<file path="config.mk">
export PLATFORM = sky130hd
export DESIGN_NAME = periodic_task_release_table
export DESIGN_NICKNAME = d
export VERILOG_FILES = /design/src/rtl/prtt_pkg.sv /design/src/rtl/prtt_slot_alu.sv /design/src/rtl/prtt_table.sv /design/src/rtl/periodic_task_release_table.sv
export SDC_FILE = /design/constraint.sdc
export NUM_CORES = 2
export LEC_CHECK = 0
export BUFFER_PORTS_ARGS = -buffer_cell sky130_fd_sc_hd__buf_2
export CORE_MARGIN = 2
export CORE_UTILIZATION = 40
export CTS_CLUSTER_SIZE = 16
export DETAILED_ROUTE_END_ITERATION = 10
export PLACE_DENSITY_LB_ADDON = 0.25
export SLEW_MARGIN = 0
export SYNTH_ARGS = -nofsm -noshare
export SYNTH_HDL_FRONTEND = slang
export SYNTH_SLANG_ARGS = --single-unit
export TNS_END_PERCENT = 10
</file>
<file path="constraint.sdc">
create_clock -name clock -period 11.16 [get_ports clock]
set_clock_uncertainty 0.15 [all_clocks]
set_input_delay 0.558 -clock clock [delete_from_list [all_inputs] [get_ports clock]]
set_output_delay 0.558 -clock clock [all_outputs]
set_load 0.005 [all_outputs]
</file>
<file path="src/rtl/prtt_pkg.sv">
// shared types, codes and sizes for the periodic task release table
package prtt_pkg;

   localparam int MAX_TASKS = 16;
   localparam int IDX_W     = (MAX_TASKS > 1) ? $clog2(MAX_TASKS) : 1;
   localparam int SLOT_W    = 4;
   localparam int HANDLE_W  = 8;
   localparam int DATA_W    = 32;
   localparam int OP_W      = 2;
   localparam int KIND_W    = 3;
   localparam int FAULT_W   = 2;

   localparam logic [OP_W-1:0] OP_TICK  = 2'd0;
   localparam logic [OP_W-1:0] OP_ADD   = 2'd1;
   localparam logic [OP_W-1:0] OP_CLEAR = 2'd2;

   localparam logic [KIND_W-1:0] KIND_NONE_DUE = 3'd0;
   localparam logic [KIND_W-1:0] KIND_DUE      = 3'd1;
   localparam logic [KIND_W-1:0] KIND_ADDED    = 3'd2;
   localparam logic [KIND_W-1:0] KIND_REJECTED = 3'd3;
   localparam logic [KIND_W-1:0] KIND_CLEARED  = 3'd4;

   localparam logic [FAULT_W-1:0] FAULT_NONE        = 2'd0;
   localparam logic [FAULT_W-1:0] FAULT_TABLE_FULL  = 2'd1;
   localparam logic [FAULT_W-1:0] FAULT_ZERO_PERIOD = 2'd2;

   typedef struct packed {
      logic [HANDLE_W-1:0] handle;
      logic [DATA_W-1:0]   countdown;
      logic [DATA_W-1:0]   period;
      logic [DATA_W-1:0]   runs;
   } prtt_entry_type;

   typedef struct packed {
      logic             en;
      logic [IDX_W-1:0] idx;
      prtt_entry_type   entry;
   } prtt_write_type;

endpackage

</file>
<file path="src/rtl/prtt_slot_alu.sv">
// shared countdown decrement / counter increment unit, used once per slot visit
module prtt_slot_alu (
   input  logic [prtt_pkg::DATA_W-1:0] dec_operand,
   input  logic [prtt_pkg::DATA_W-1:0] inc_operand,
   output logic [prtt_pkg::DATA_W-1:0] dec_result,
   output logic                        dec_zero,
   output logic [prtt_pkg::DATA_W-1:0] inc_result
);

   assign dec_result = dec_operand - prtt_pkg::DATA_W'(1);
   assign dec_zero   = (dec_result == '0);
   assign inc_result = inc_operand + prtt_pkg::DATA_W'(1);

endmodule

</file>
<file path="src/rtl/prtt_table.sv">
// slot storage: handle, countdown, period and release count per slot
module prtt_table (
   input  logic                          clock,
   input  logic                          reset,
   input  logic                          clear,
   input  logic [prtt_pkg::IDX_W-1:0]    rd_idx,
   output prtt_pkg::prtt_entry_type      rd_entry,
   input  prtt_pkg::prtt_write_type      wr
);

   logic [prtt_pkg::HANDLE_W-1:0] handle_ff    [prtt_pkg::MAX_TASKS];
   logic [prtt_pkg::DATA_W-1:0]   countdown_ff [prtt_pkg::MAX_TASKS];
   logic [prtt_pkg::DATA_W-1:0]   period_ff    [prtt_pkg::MAX_TASKS];
   logic [prtt_pkg::DATA_W-1:0]   runs_ff      [prtt_pkg::MAX_TASKS];

   // a zero handle marks an empty slot, so only handles need clearing
   always_ff @(posedge clock) begin
      if (reset || clear) begin
         for (int i = 0; i < prtt_pkg::MAX_TASKS; i++) begin
            handle_ff[i] <= '0;
         end
      end else if (wr.en) begin
         handle_ff[wr.idx] <= wr.entry.handle;
      end
   end

   always_ff @(posedge clock) begin
      if (wr.en) begin
         countdown_ff[wr.idx] <= wr.entry.countdown;
         period_ff[wr.idx]    <= wr.entry.period;
         runs_ff[wr.idx]      <= wr.entry.runs;
      end
   end

   always_comb begin
      rd_entry.handle    = handle_ff[rd_idx];
      rd_entry.countdown = countdown_ff[rd_idx];
      rd_entry.period    = period_ff[rd_idx];
      rd_entry.runs      = runs_ff[rd_idx];
   end

endmodule

</file>
<file path="src/rtl/periodic_task_release_table.sv">
// top level: sequencer, pending result and output register of the task release table
// A tick visits every slot in index order, one slot per cycle while it is not paused,
// through a single decrement/increment unit; a due slot is held in the pending result
// until the next due slot or the end of the walk, so its last flag is known when it leaves,
// and the walk pauses whenever that held result cannot move into a stalled output register.
// An add searches for the lowest free slot the same way, one slot per cycle, and is
// rejected as full when no slot is free; a clear, or an add rejected for a zero handle or
// a zero period, goes from acceptance through the finish state into the output register.
// Any final load also waits while the output register is stalled. req_stall is high from
// acceptance until the final result of the request is loaded into the output register,
// which may still wait for rsp_stall while the next request is taken.
module periodic_task_release_table (
   input  logic                          clock,
   input  logic                          reset,
   input  logic                          req_valid,
   output logic                          req_stall,
   input  logic [prtt_pkg::OP_W-1:0]     req_operation,
   input  logic [prtt_pkg::HANDLE_W-1:0] req_task_handle,
   input  logic [prtt_pkg::DATA_W-1:0]   req_start_delay,
   input  logic [prtt_pkg::DATA_W-1:0]   req_period,
   output logic                          rsp_valid,
   input  logic                          rsp_stall,
   output logic [prtt_pkg::KIND_W-1:0]   rsp_kind,
   output logic [prtt_pkg::SLOT_W-1:0]   rsp_slot,
   output logic [prtt_pkg::HANDLE_W-1:0] rsp_due_handle,
   output logic [prtt_pkg::DATA_W-1:0]   rsp_run_count,
   output logic [prtt_pkg::FAULT_W-1:0]  rsp_fault,
   output logic                          rsp_last
);

   localparam logic [1:0] ST_IDLE   = 2'd0;
   localparam logic [1:0] ST_WALK   = 2'd1;
   localparam logic [1:0] ST_SEARCH = 2'd2;
   localparam logic [1:0] ST_FINISH = 2'd3;

   logic [1:0] state_ff, state_in;
   logic [prtt_pkg::IDX_W-1:0] idx_ff, idx_in;
   logic [prtt_pkg::HANDLE_W-1:0] hnd_ff, hnd_in;
   logic [prtt_pkg::DATA_W-1:0] dly_ff, dly_in;
   logic [prtt_pkg::DATA_W-1:0] per_ff, per_in;
   logic [prtt_pkg::FAULT_W-1:0] fault_ff, fault_in;

   logic pend_valid_ff, pend_valid_in;
   logic [prtt_pkg::KIND_W-1:0] pend_kind_ff, pend_kind_in;
   logic [prtt_pkg::IDX_W-1:0] pend_slot_ff, pend_slot_in;
   logic [prtt_pkg::HANDLE_W-1:0] pend_handle_ff, pend_handle_in;
   logic [prtt_pkg::DATA_W-1:0] pend_run_ff, pend_run_in;

   logic rsp_valid_ff, rsp_valid_in;
   logic [prtt_pkg::KIND_W-1:0] rsp_kind_ff, rsp_kind_in;
   logic [prtt_pkg::SLOT_W-1:0] rsp_slot_ff, rsp_slot_in;
   logic [prtt_pkg::HANDLE_W-1:0] rsp_handle_ff, rsp_handle_in;
   logic [prtt_pkg::DATA_W-1:0] rsp_run_ff, rsp_run_in;
   logic [prtt_pkg::FAULT_W-1:0] rsp_fault_ff, rsp_fault_in;
   logic rsp_last_ff, rsp_last_in;

   logic out_free;
   logic last_idx;
   logic table_clear;
   prtt_pkg::prtt_entry_type rd_entry;
   prtt_pkg::prtt_write_type wr;
   logic [prtt_pkg::DATA_W-1:0] inc_operand;
   logic [prtt_pkg::DATA_W-1:0] dec_result;
   logic [prtt_pkg::DATA_W-1:0] inc_result;
   logic dec_zero;

   prtt_table u_table (
      .clock    (clock),
      .reset    (reset),
      .clear    (table_clear),
      .rd_idx   (idx_ff),
      .rd_entry (rd_entry),
      .wr       (wr)
   );

   // the search reuses the incrementer for start_delay + 1
   assign inc_operand = (state_ff == ST_SEARCH) ? dly_ff : rd_entry.runs;

   prtt_slot_alu u_alu (
      .dec_operand (rd_entry.countdown),
      .inc_operand (inc_operand),
      .dec_result  (dec_result),
      .dec_zero    (dec_zero),
      .inc_result  (inc_result)
   );

   assign out_free = !rsp_valid_ff || !rsp_stall;
   assign last_idx = (idx_ff == prtt_pkg::IDX_W'(prtt_pkg::MAX_TASKS - 1));
   assign req_stall = (state_ff != ST_IDLE);

   always_comb begin
      state_in       = state_ff;
      idx_in         = idx_ff;
      hnd_in         = hnd_ff;
      dly_in         = dly_ff;
      per_in         = per_ff;
      fault_in       = fault_ff;
      pend_valid_in  = pend_valid_ff;
      pend_kind_in   = pend_kind_ff;
      pend_slot_in   = pend_slot_ff;
      pend_handle_in = pend_handle_ff;
      pend_run_in    = pend_run_ff;
      rsp_valid_in   = rsp_valid_ff;
      rsp_kind_in    = rsp_kind_ff;
      rsp_slot_in    = rsp_slot_ff;
      rsp_handle_in  = rsp_handle_ff;
      rsp_run_in     = rsp_run_ff;
      rsp_fault_in   = rsp_fault_ff;
      rsp_last_in    = rsp_last_ff;
      table_clear    = 1'b0;
      wr             = '0;

      if (rsp_valid_ff && !rsp_stall) begin
         rsp_valid_in = 1'b0;
      end

      case (state_ff)
         ST_IDLE: begin
            if (req_valid) begin
               hnd_in         = req_task_handle;
               dly_in         = req_start_delay;
               per_in         = req_period;
               idx_in         = '0;
               pend_valid_in  = 1'b0;
               pend_slot_in   = '0;
               pend_handle_in = '0;
               pend_run_in    = '0;
               case (req_operation)
                  prtt_pkg::OP_TICK: begin
                     state_in = ST_WALK;
                  end
                  prtt_pkg::OP_ADD: begin
                     if (req_task_handle == '0) begin
                        pend_valid_in = 1'b1;
                        pend_kind_in  = prtt_pkg::KIND_REJECTED;
                        state_in      = ST_FINISH;
                     end else if (req_period == '0) begin
                        fault_in      = prtt_pkg::FAULT_ZERO_PERIOD;
                        pend_valid_in = 1'b1;
                        pend_kind_in  = prtt_pkg::KIND_REJECTED;
                        state_in      = ST_FINISH;
                     end else begin
                        state_in = ST_SEARCH;
                     end
                  end
                  prtt_pkg::OP_CLEAR: begin
                     table_clear   = 1'b1;
                     fault_in      = prtt_pkg::FAULT_NONE;
                     pend_valid_in = 1'b1;
                     pend_kind_in  = prtt_pkg::KIND_CLEARED;
                     state_in      = ST_FINISH;
                  end
                  default: begin
                     state_in = ST_IDLE;
                  end
               endcase
            end
         end

         ST_WALK: begin
            // a held due result can only be replaced once it moves to the output
            if (!pend_valid_ff || out_free) begin
               if (rd_entry.handle != '0) begin
                  wr.en           = 1'b1;
                  wr.idx          = idx_ff;
                  wr.entry.handle = rd_entry.handle;
                  wr.entry.period = rd_entry.period;
                  if (dec_zero) begin
                     wr.entry.countdown = rd_entry.period;
                     wr.entry.runs      = inc_result;
                     if (pend_valid_ff) begin
                        rsp_valid_in  = 1'b1;
                        rsp_kind_in   = pend_kind_ff;
                        rsp_slot_in   = prtt_pkg::SLOT_W'(pend_slot_ff);
                        rsp_handle_in = pend_handle_ff;
                        rsp_run_in    = pend_run_ff;
                        rsp_fault_in  = fault_ff;
                        rsp_last_in   = 1'b0;
                     end
                     pend_valid_in  = 1'b1;
                     pend_kind_in   = prtt_pkg::KIND_DUE;
                     pend_slot_in   = idx_ff;
                     pend_handle_in = rd_entry.handle;
                     pend_run_in    = inc_result;
                  end else begin
                     wr.entry.countdown = dec_result;
                     wr.entry.runs      = rd_entry.runs;
                  end
               end
               if (last_idx) begin
                  state_in = ST_FINISH;
               end else begin
                  idx_in = idx_ff + prtt_pkg::IDX_W'(1);
               end
            end
         end

         ST_SEARCH: begin
            if (rd_entry.handle == '0) begin
               wr.en              = 1'b1;
               wr.idx             = idx_ff;
               wr.entry.handle    = hnd_ff;
               wr.entry.countdown = inc_result;
               wr.entry.period    = per_ff;
               wr.entry.runs      = '0;
               pend_valid_in      = 1'b1;
               pend_kind_in       = prtt_pkg::KIND_ADDED;
               pend_slot_in       = idx_ff;
               state_in           = ST_FINISH;
            end else if (last_idx) begin
               fault_in      = prtt_pkg::FAULT_TABLE_FULL;
               pend_valid_in = 1'b1;
               pend_kind_in  = prtt_pkg::KIND_REJECTED;
               state_in      = ST_FINISH;
            end else begin
               idx_in = idx_ff + prtt_pkg::IDX_W'(1);
            end
         end

         ST_FINISH: begin
            if (out_free) begin
               rsp_valid_in = 1'b1;
               rsp_fault_in = fault_ff;
               rsp_last_in  = 1'b1;
               if (pend_valid_ff) begin
                  rsp_kind_in   = pend_kind_ff;
                  rsp_slot_in   = prtt_pkg::SLOT_W'(pend_slot_ff);
                  rsp_handle_in = pend_handle_ff;
                  rsp_run_in    = pend_run_ff;
               end else begin
                  rsp_kind_in   = prtt_pkg::KIND_NONE_DUE;
                  rsp_slot_in   = '0;
                  rsp_handle_in = '0;
                  rsp_run_in    = '0;
               end
               pend_valid_in = 1'b0;
               state_in      = ST_IDLE;
            end
         end

         default: begin
            state_in = ST_IDLE;
         end
      endcase
   end

   always_ff @(posedge clock) begin
      if (reset) begin
         state_ff      <= ST_IDLE;
         fault_ff      <= prtt_pkg::FAULT_NONE;
         pend_valid_ff <= 1'b0;
         rsp_valid_ff  <= 1'b0;
      end else begin
         state_ff      <= state_in;
         fault_ff      <= fault_in;
         pend_valid_ff <= pend_valid_in;
         rsp_valid_ff  <= rsp_valid_in;
      end
   end

   always_ff @(posedge clock) begin
      idx_ff         <= idx_in;
      hnd_ff         <= hnd_in;
      dly_ff         <= dly_in;
      per_ff         <= per_in;
      pend_kind_ff   <= pend_kind_in;
      pend_slot_ff   <= pend_slot_in;
      pend_handle_ff <= pend_handle_in;
      pend_run_ff    <= pend_run_in;
      rsp_kind_ff    <= rsp_kind_in;
      rsp_slot_ff    <= rsp_slot_in;
      rsp_handle_ff  <= rsp_handle_in;
      rsp_run_ff     <= rsp_run_in;
      rsp_fault_ff   <= rsp_fault_in;
      rsp_last_ff    <= rsp_last_in;
   end

   assign rsp_valid      = rsp_valid_ff;
   assign rsp_kind       = rsp_kind_ff;
   assign rsp_slot       = rsp_slot_ff;
   assign rsp_due_handle = rsp_handle_ff;
   assign rsp_run_count  = rsp_run_ff;
   assign rsp_fault      = rsp_fault_ff;
   assign rsp_last       = rsp_last_ff;

endmodule

</file>
; Word-level counts from Yosys, hierarchy flattened
; Memories as Yosys holds them, arrays and structs flattened. A register that Yosys moved wholly into a read port is not among the register bits.
; Cells that the tools add are included.
[classes]
eq_ne = 20
reduce_logical = 29
muxes = 127
n_addsub = 3
[op_table]
columns = op, n
row1 = two-way mux 32 bit, 13
row2 = two-way mux 109 bit, 3
row3 = case mux 109 bit (2 select lines), 1
row4 = case mux 32 bit (2 select lines), 2
row5 = two-way mux 8 bit, 11
row6 = two-way mux 4 bit, 19
row7 = logical NOT 32 bit, 2
row8 = two-way mux 3 bit, 14
row9 = adder 32 x 1 -> 32 bit (second input constant), 1
row10 = two-way mux 1 bit, 32
row11 = case mux 8 bit (2 select lines), 2
row12 = subtractor 32 x 1 -> 32 bit (second input constant), 1
row13 = two-way mux 2 bit, 15
row14 = case mux 4 bit (3 select lines), 2
row15 = AND reduction 6 bit, 3
row16 = logical NOT 8 bit, 2
row17 = != test 2 bit (second input constant), 8
row18 = case mux 2 bit (2 select lines), 3
row19 = case mux 3 bit (2 select lines), 2
row20 = case mux 3 bit (3 select lines), 1
row21 = case mux 2 bit (4 select lines), 1
row22 = case mux 4 bit (2 select lines), 1
row23 = AND reduction 8 bit, 1
row24 = nonzero test 2 bit, 4
row25 = other kinds (24), 35
[totals]
ram_bits = 1664
reg_bits = 179
wordCells = 201
n_memories = 4
[mem_list]
columns = memory, words, width, read_ports, rd_clocked_by_memory_dff, wr, line_no
row1 = u_table.countdown_ff, 16, 32, 1, 1, 1, prtt_table.sv:12  ; logic [prtt_pkg::DATA_W-1:0] countdown_ff [prtt_pkg::MAX_TASKS];
row2 = u_table.period_ff, 16, 32, 1, 1, 1, prtt_table.sv:13  ; logic [prtt_pkg::DATA_W-1:0] period_ff [prtt_pkg::MAX_TASKS];
row3 = u_table.runs_ff, 16, 32, 1, 1, 1, prtt_table.sv:14  ; logic [prtt_pkg::DATA_W-1:0] runs_ff [prtt_pkg::MAX_TASKS];
row4 = u_table.handle_ff, 16, 8, 1, 1, 16, prtt_table.sv:11  ; logic [prtt_pkg::HANDLE_W-1:0] handle_ff [prtt_pkg::MAX_TASKS];

; Logic depth before layout (Yosys ltp)
[logic_depth]
word_depth = 12
depth_mapped = 20
mapped_depth_nobuf = 14

; By module
; A second synthesis with hierarchy kept.
[unflattened]
cells_unflattened = 3644
area_unflattened_um2 = 73032.5
[by_module_without_submodules]
columns = module, instances, area_each_um2, cells_each
row1 = prtt_table, 1, 63025.4, 2766
row2 = periodic_task_release_table, 1, 8629.5, 669
row3 = prtt_slot_alu, 1, 1377.6, 209

; Least setup slack after synthesis
; No wires, ideal clock.
[synth_path]
path_type = reg-to-reg
from = register with a tool-made name
to = memory u_table.countdown_ff[8][0] in the netlist's numbering, enable pin
setup_time_ns = 0.552
stages_incl_launch_ff = 16
arrival_ns = 7.440
path_slack_ns = 3.018
period_less_slack_ns = 8.142
required_time_ns = 10.458
cell_sequence = dfxtp_1 buf_4 buf_8 buf_4 buf_4 buf_2 mux4_2 mux2i_1 nand4_1 nor3_1 nor2_1 nor3_2 nor2_1 or3_1 clkbuf_1 nor2_1
[synth_lines]
columns = item, line_no
row1 = to (decl), prtt_table.sv:12

==> metrics.csv <==
metric,value,unit
avgSynthCellArea,20.5,sq um
route.antenna.remaining_nets,0,
firstDrtPassIters,5,
cts.sinks,1847,
overflow,0,
synth_cell_types,69,
drive_gt1_share,24.4,%
dieArea,187000,sq um
cp_max_fo,61,
synthCells,3578,
max_freq,0.124,GHz
worst_slack,3090,ps
synth_largest_area_cell,edfxtp_1,
die_h,433,um
grt_pass1_wl,273000,um
finalHoldViolCount,0,
synth_warnings,0,
htreeDepth,4,
die_w,433,um
yosysSeqAreaShare,75.3,%
post_cts_resized,0,
fin_util,45.7,%
dp_slack,3110,ps
fillCellCount,15300,
ios,130,
worst_pin_slew,1360,ps
irDropWorstVdd,0.000129,V
cts_made_buffers,181,
cts_root_buf,clkbuf_16,
synth-edff-count,1837,
cellLeakagePower,26.5,nW
setup-violations-final,0,
yosys_register_bits,1847,
synth_area,73500,sq um
power_density,231,nW/um^2
slew_violations,0,
clkPwrFrac,30.1,%
wirelength,191000,um
design_area,83500,sq um
clkTransAtPathRegs,60,ps
nNetsFinal,3931,
synth-async-reset-ratio,0,%
drv_cap,0,
max_slew_margin,8.47,%
drt-vias-per-instance,5.67,
portBuffers,129,
cp-start-kind,flip-flop,
areaGrowthSynthToFinish,13.6,%
placed_area,77200,sq um
intPower,13.5,mW
syn_nets,3669,
synthDominantCellAreaShare,75.0,%
clock_latency,830,ps
fin_crit_sh,72.3,%
p_switching,5.81,mW
critical_path_class,reg2reg,
fin_cells,6453,
cp-end-kind,flip-flop,
grt_start_max_net_pins,126,
start_util,40.2,%
antenna_found_initial,7,
outcome,finished clean,
hpwl,98200,um
p_comb_share,25.5,%
routedWlPerCell,29.7,um
cts_max_path_buffers,3,
place_congestion,0.834,
synth_ff_type,edfxtp_1,
track_usage,20.5,%
placedCellCount,6048,
vias,36600,
initialDrtViolationCount,4436,
post-cts-setup-buffer-count,0,
rsz0062_at_grt,no,
drc,0,
crit_arrival,8380,ps
hold_path_class,in2reg,
finalSetupTns,0,ps
postCtsHoldBufs,73,
min_period,8070,ps
ys_top_cells_by_area,"edfxtp_1 75%, mux4_2 14%, mux2i_1 1.6%, nor2_1 1.3%, and2_1 0.76%",
num_rows,157,
core,183000,sq um
critical_path_required,11470,ps
grt_pass1_vias,36800,
p_sw_share,30.2,%
cts_tree,yes,
pwr-share-seq,44.4,%
power by group through the flow:
stage               clock, mW  sequential (mW)  combinational, mW
finish                   5.79             8.55               4.92
detailed placement          0             8.71               4.93
global placement            0             8.70               4.91
floorplan                   0             8.58               3.31
global route             6.15             8.59               5.21
CTS                      5.89             8.56               4.95
registers in the layout, summed over array words and instances, names as in the netlist, 32 cells and up, named ones only:
signal                flops
dly_ff                   32
per_ff                   32
u_table.handle_ff       128
u_table.runs_ff         512
u_table.period_ff       512
rsp_run_count            32
pend_run_ff              32
u_table.countdown_ff    512
metal layers:
metal	vias up	part of all wire, %	global-route usage, %
met5	-	0.0068	0
met4	2	2.0	5.03
met3	228	7.0	3.52
met2	1413	48	32.0
met1	19700	44	29.9
li1	15200	-	-
cell usage after synthesis (12+ instances only):
library cell / n
edfxtp_1: 1837
mux4_2: 467
nor2_1: 255
nand2_1: 130
mux2i_1: 121
clkbuf_1: 90
and2_1: 89
buf_2: 44
a21oi_1: 40
buf_4: 33
xnor2_1: 33
nand3_1: 29
a22oi_1: 27
a22o_1: 26
xor2_1: 24
o21ai_1: 23
o21ai_0: 19
inv_1: 18
nand4_1: 18
and3_1: 17
nor3_1: 17
mux2_2: 15
a21o_1: 14
a221oi_1: 14
nor4_1: 14
ha_1: 13
nor2b_1: 13
buf_6: 12
worst max-delay path, cell delays in order, from the launching register on:
cell and delay [ps]:
dfxtp_4 900, buf_4 650, mux4_2 590, a22oi_1 210, nand2_1 260, nand3b_1 270
nor2_1 740, nand3_1 380, o21ai_1 290, or4b_1 520, nor4_4 530, buf_12 440
nand4_1 260, a21oi_4 750, buf_4 520
worst paths after layout:
path | start | to | slack, ps | cells past startpoint
max | flip-flop | rsp_run_count[31] | 3090 | 14
min | rsp_stall | rsp_valid | 200 | 4
max reg2reg | flip-flop | rsp_run_count[31] | 3090 | 14
min reg2reg | fault_ff[0] | rsp_fault[0] | 310 | 0
logic make-up (layout without fill, tap and decap cells):
logic type / Yosys count / in the layout / share of synthesized area (%)
simple gates: 643 / 643 / 4.23
mux: 603 / 603 / 16.2
fa+ha+maj: 13 / 13 / 0.221
xor+xnor: 57 / 57 / 0.679
flops: 1847 / 1847 / 75.3
buf+inv: 210 / 618 / 1.47
compound gates: 205 / 205 / 1.91
other cells: 0 / 3 / 0
placed cells by master, fill, tap and decap left out, types with 7 or more instances in the layout:
cell type / netlist / final
nor2_1: 255 / 238
clkinv_2: 0 / 31
a21o_1: 14 / 14
clkinv_1: 1 / 49
nand3b_1: 7 / 7
a21oi_1: 40 / 33
clkbuf_1: 90 / 42
nand4_1: 18 / 18
ha_1: 13 / 13
nand2b_1: 8 / 8
dlygate4sd3_1: 0 / 73
nor4_1: 14 / 14
edfxtp_1: 1837 / 1837
mux2_2: 15 / 15
o21ai_0: 19 / 19
or2_2: 10 / 10
and2_1: 89 / 88
bufinv_16: 0 / 7
nand2_1: 130 / 129
a22o_1: 26 / 26
xor2_1: 24 / 24
or3_1: 9 / 9
a22oi_1: 27 / 27
nor2_4: 0 / 17
nand3_1: 29 / 29
mux4_2: 467 / 467
and3_1: 17 / 17
a221oi_1: 14 / 14
a211oi_1: 8 / 8
mux2i_1: 121 / 121
nor2b_1: 13 / 13
o21ai_1: 23 / 23
clkbuf_16: 0 / 186
buf_2: 44 / 129
nor3_1: 17 / 16
xnor2_1: 33 / 33
buf_4: 33 / 46
inv_1: 18 / 17
buf_12: 0 / 22
cell type report:
| class | instances | area [sq um] | area share, % |
|---|---|---|---|
| clock inverter | 99 | 714 | 0.855 |
| tap | 2464 | 3080 | 3.69 |
| sequential | 1847 | 55400 | 66.3 |
| multi-input combinational | 1521 | 17300 | 20.7 |
| timing repair buffer | 270 | 2160 | 2.59 |
| antenna | 3 | 7.51 | 0.00899 |
| inverter | 19 | 78.8 | 0.0944 |
| clock buffer | 230 | 4840 | 5.79 |
metrics by stage:
stage / hold WS (ps) / power [mW]
final: 195 / 19.3
after global routing: 155 / 20.0
after CTS: 123 / 19.4
after detailed placement: 298 / 13.6
after global placement: 288 / 13.6
after floorplan: 252 / 11.9
Power figures use the tool's default switching activity.
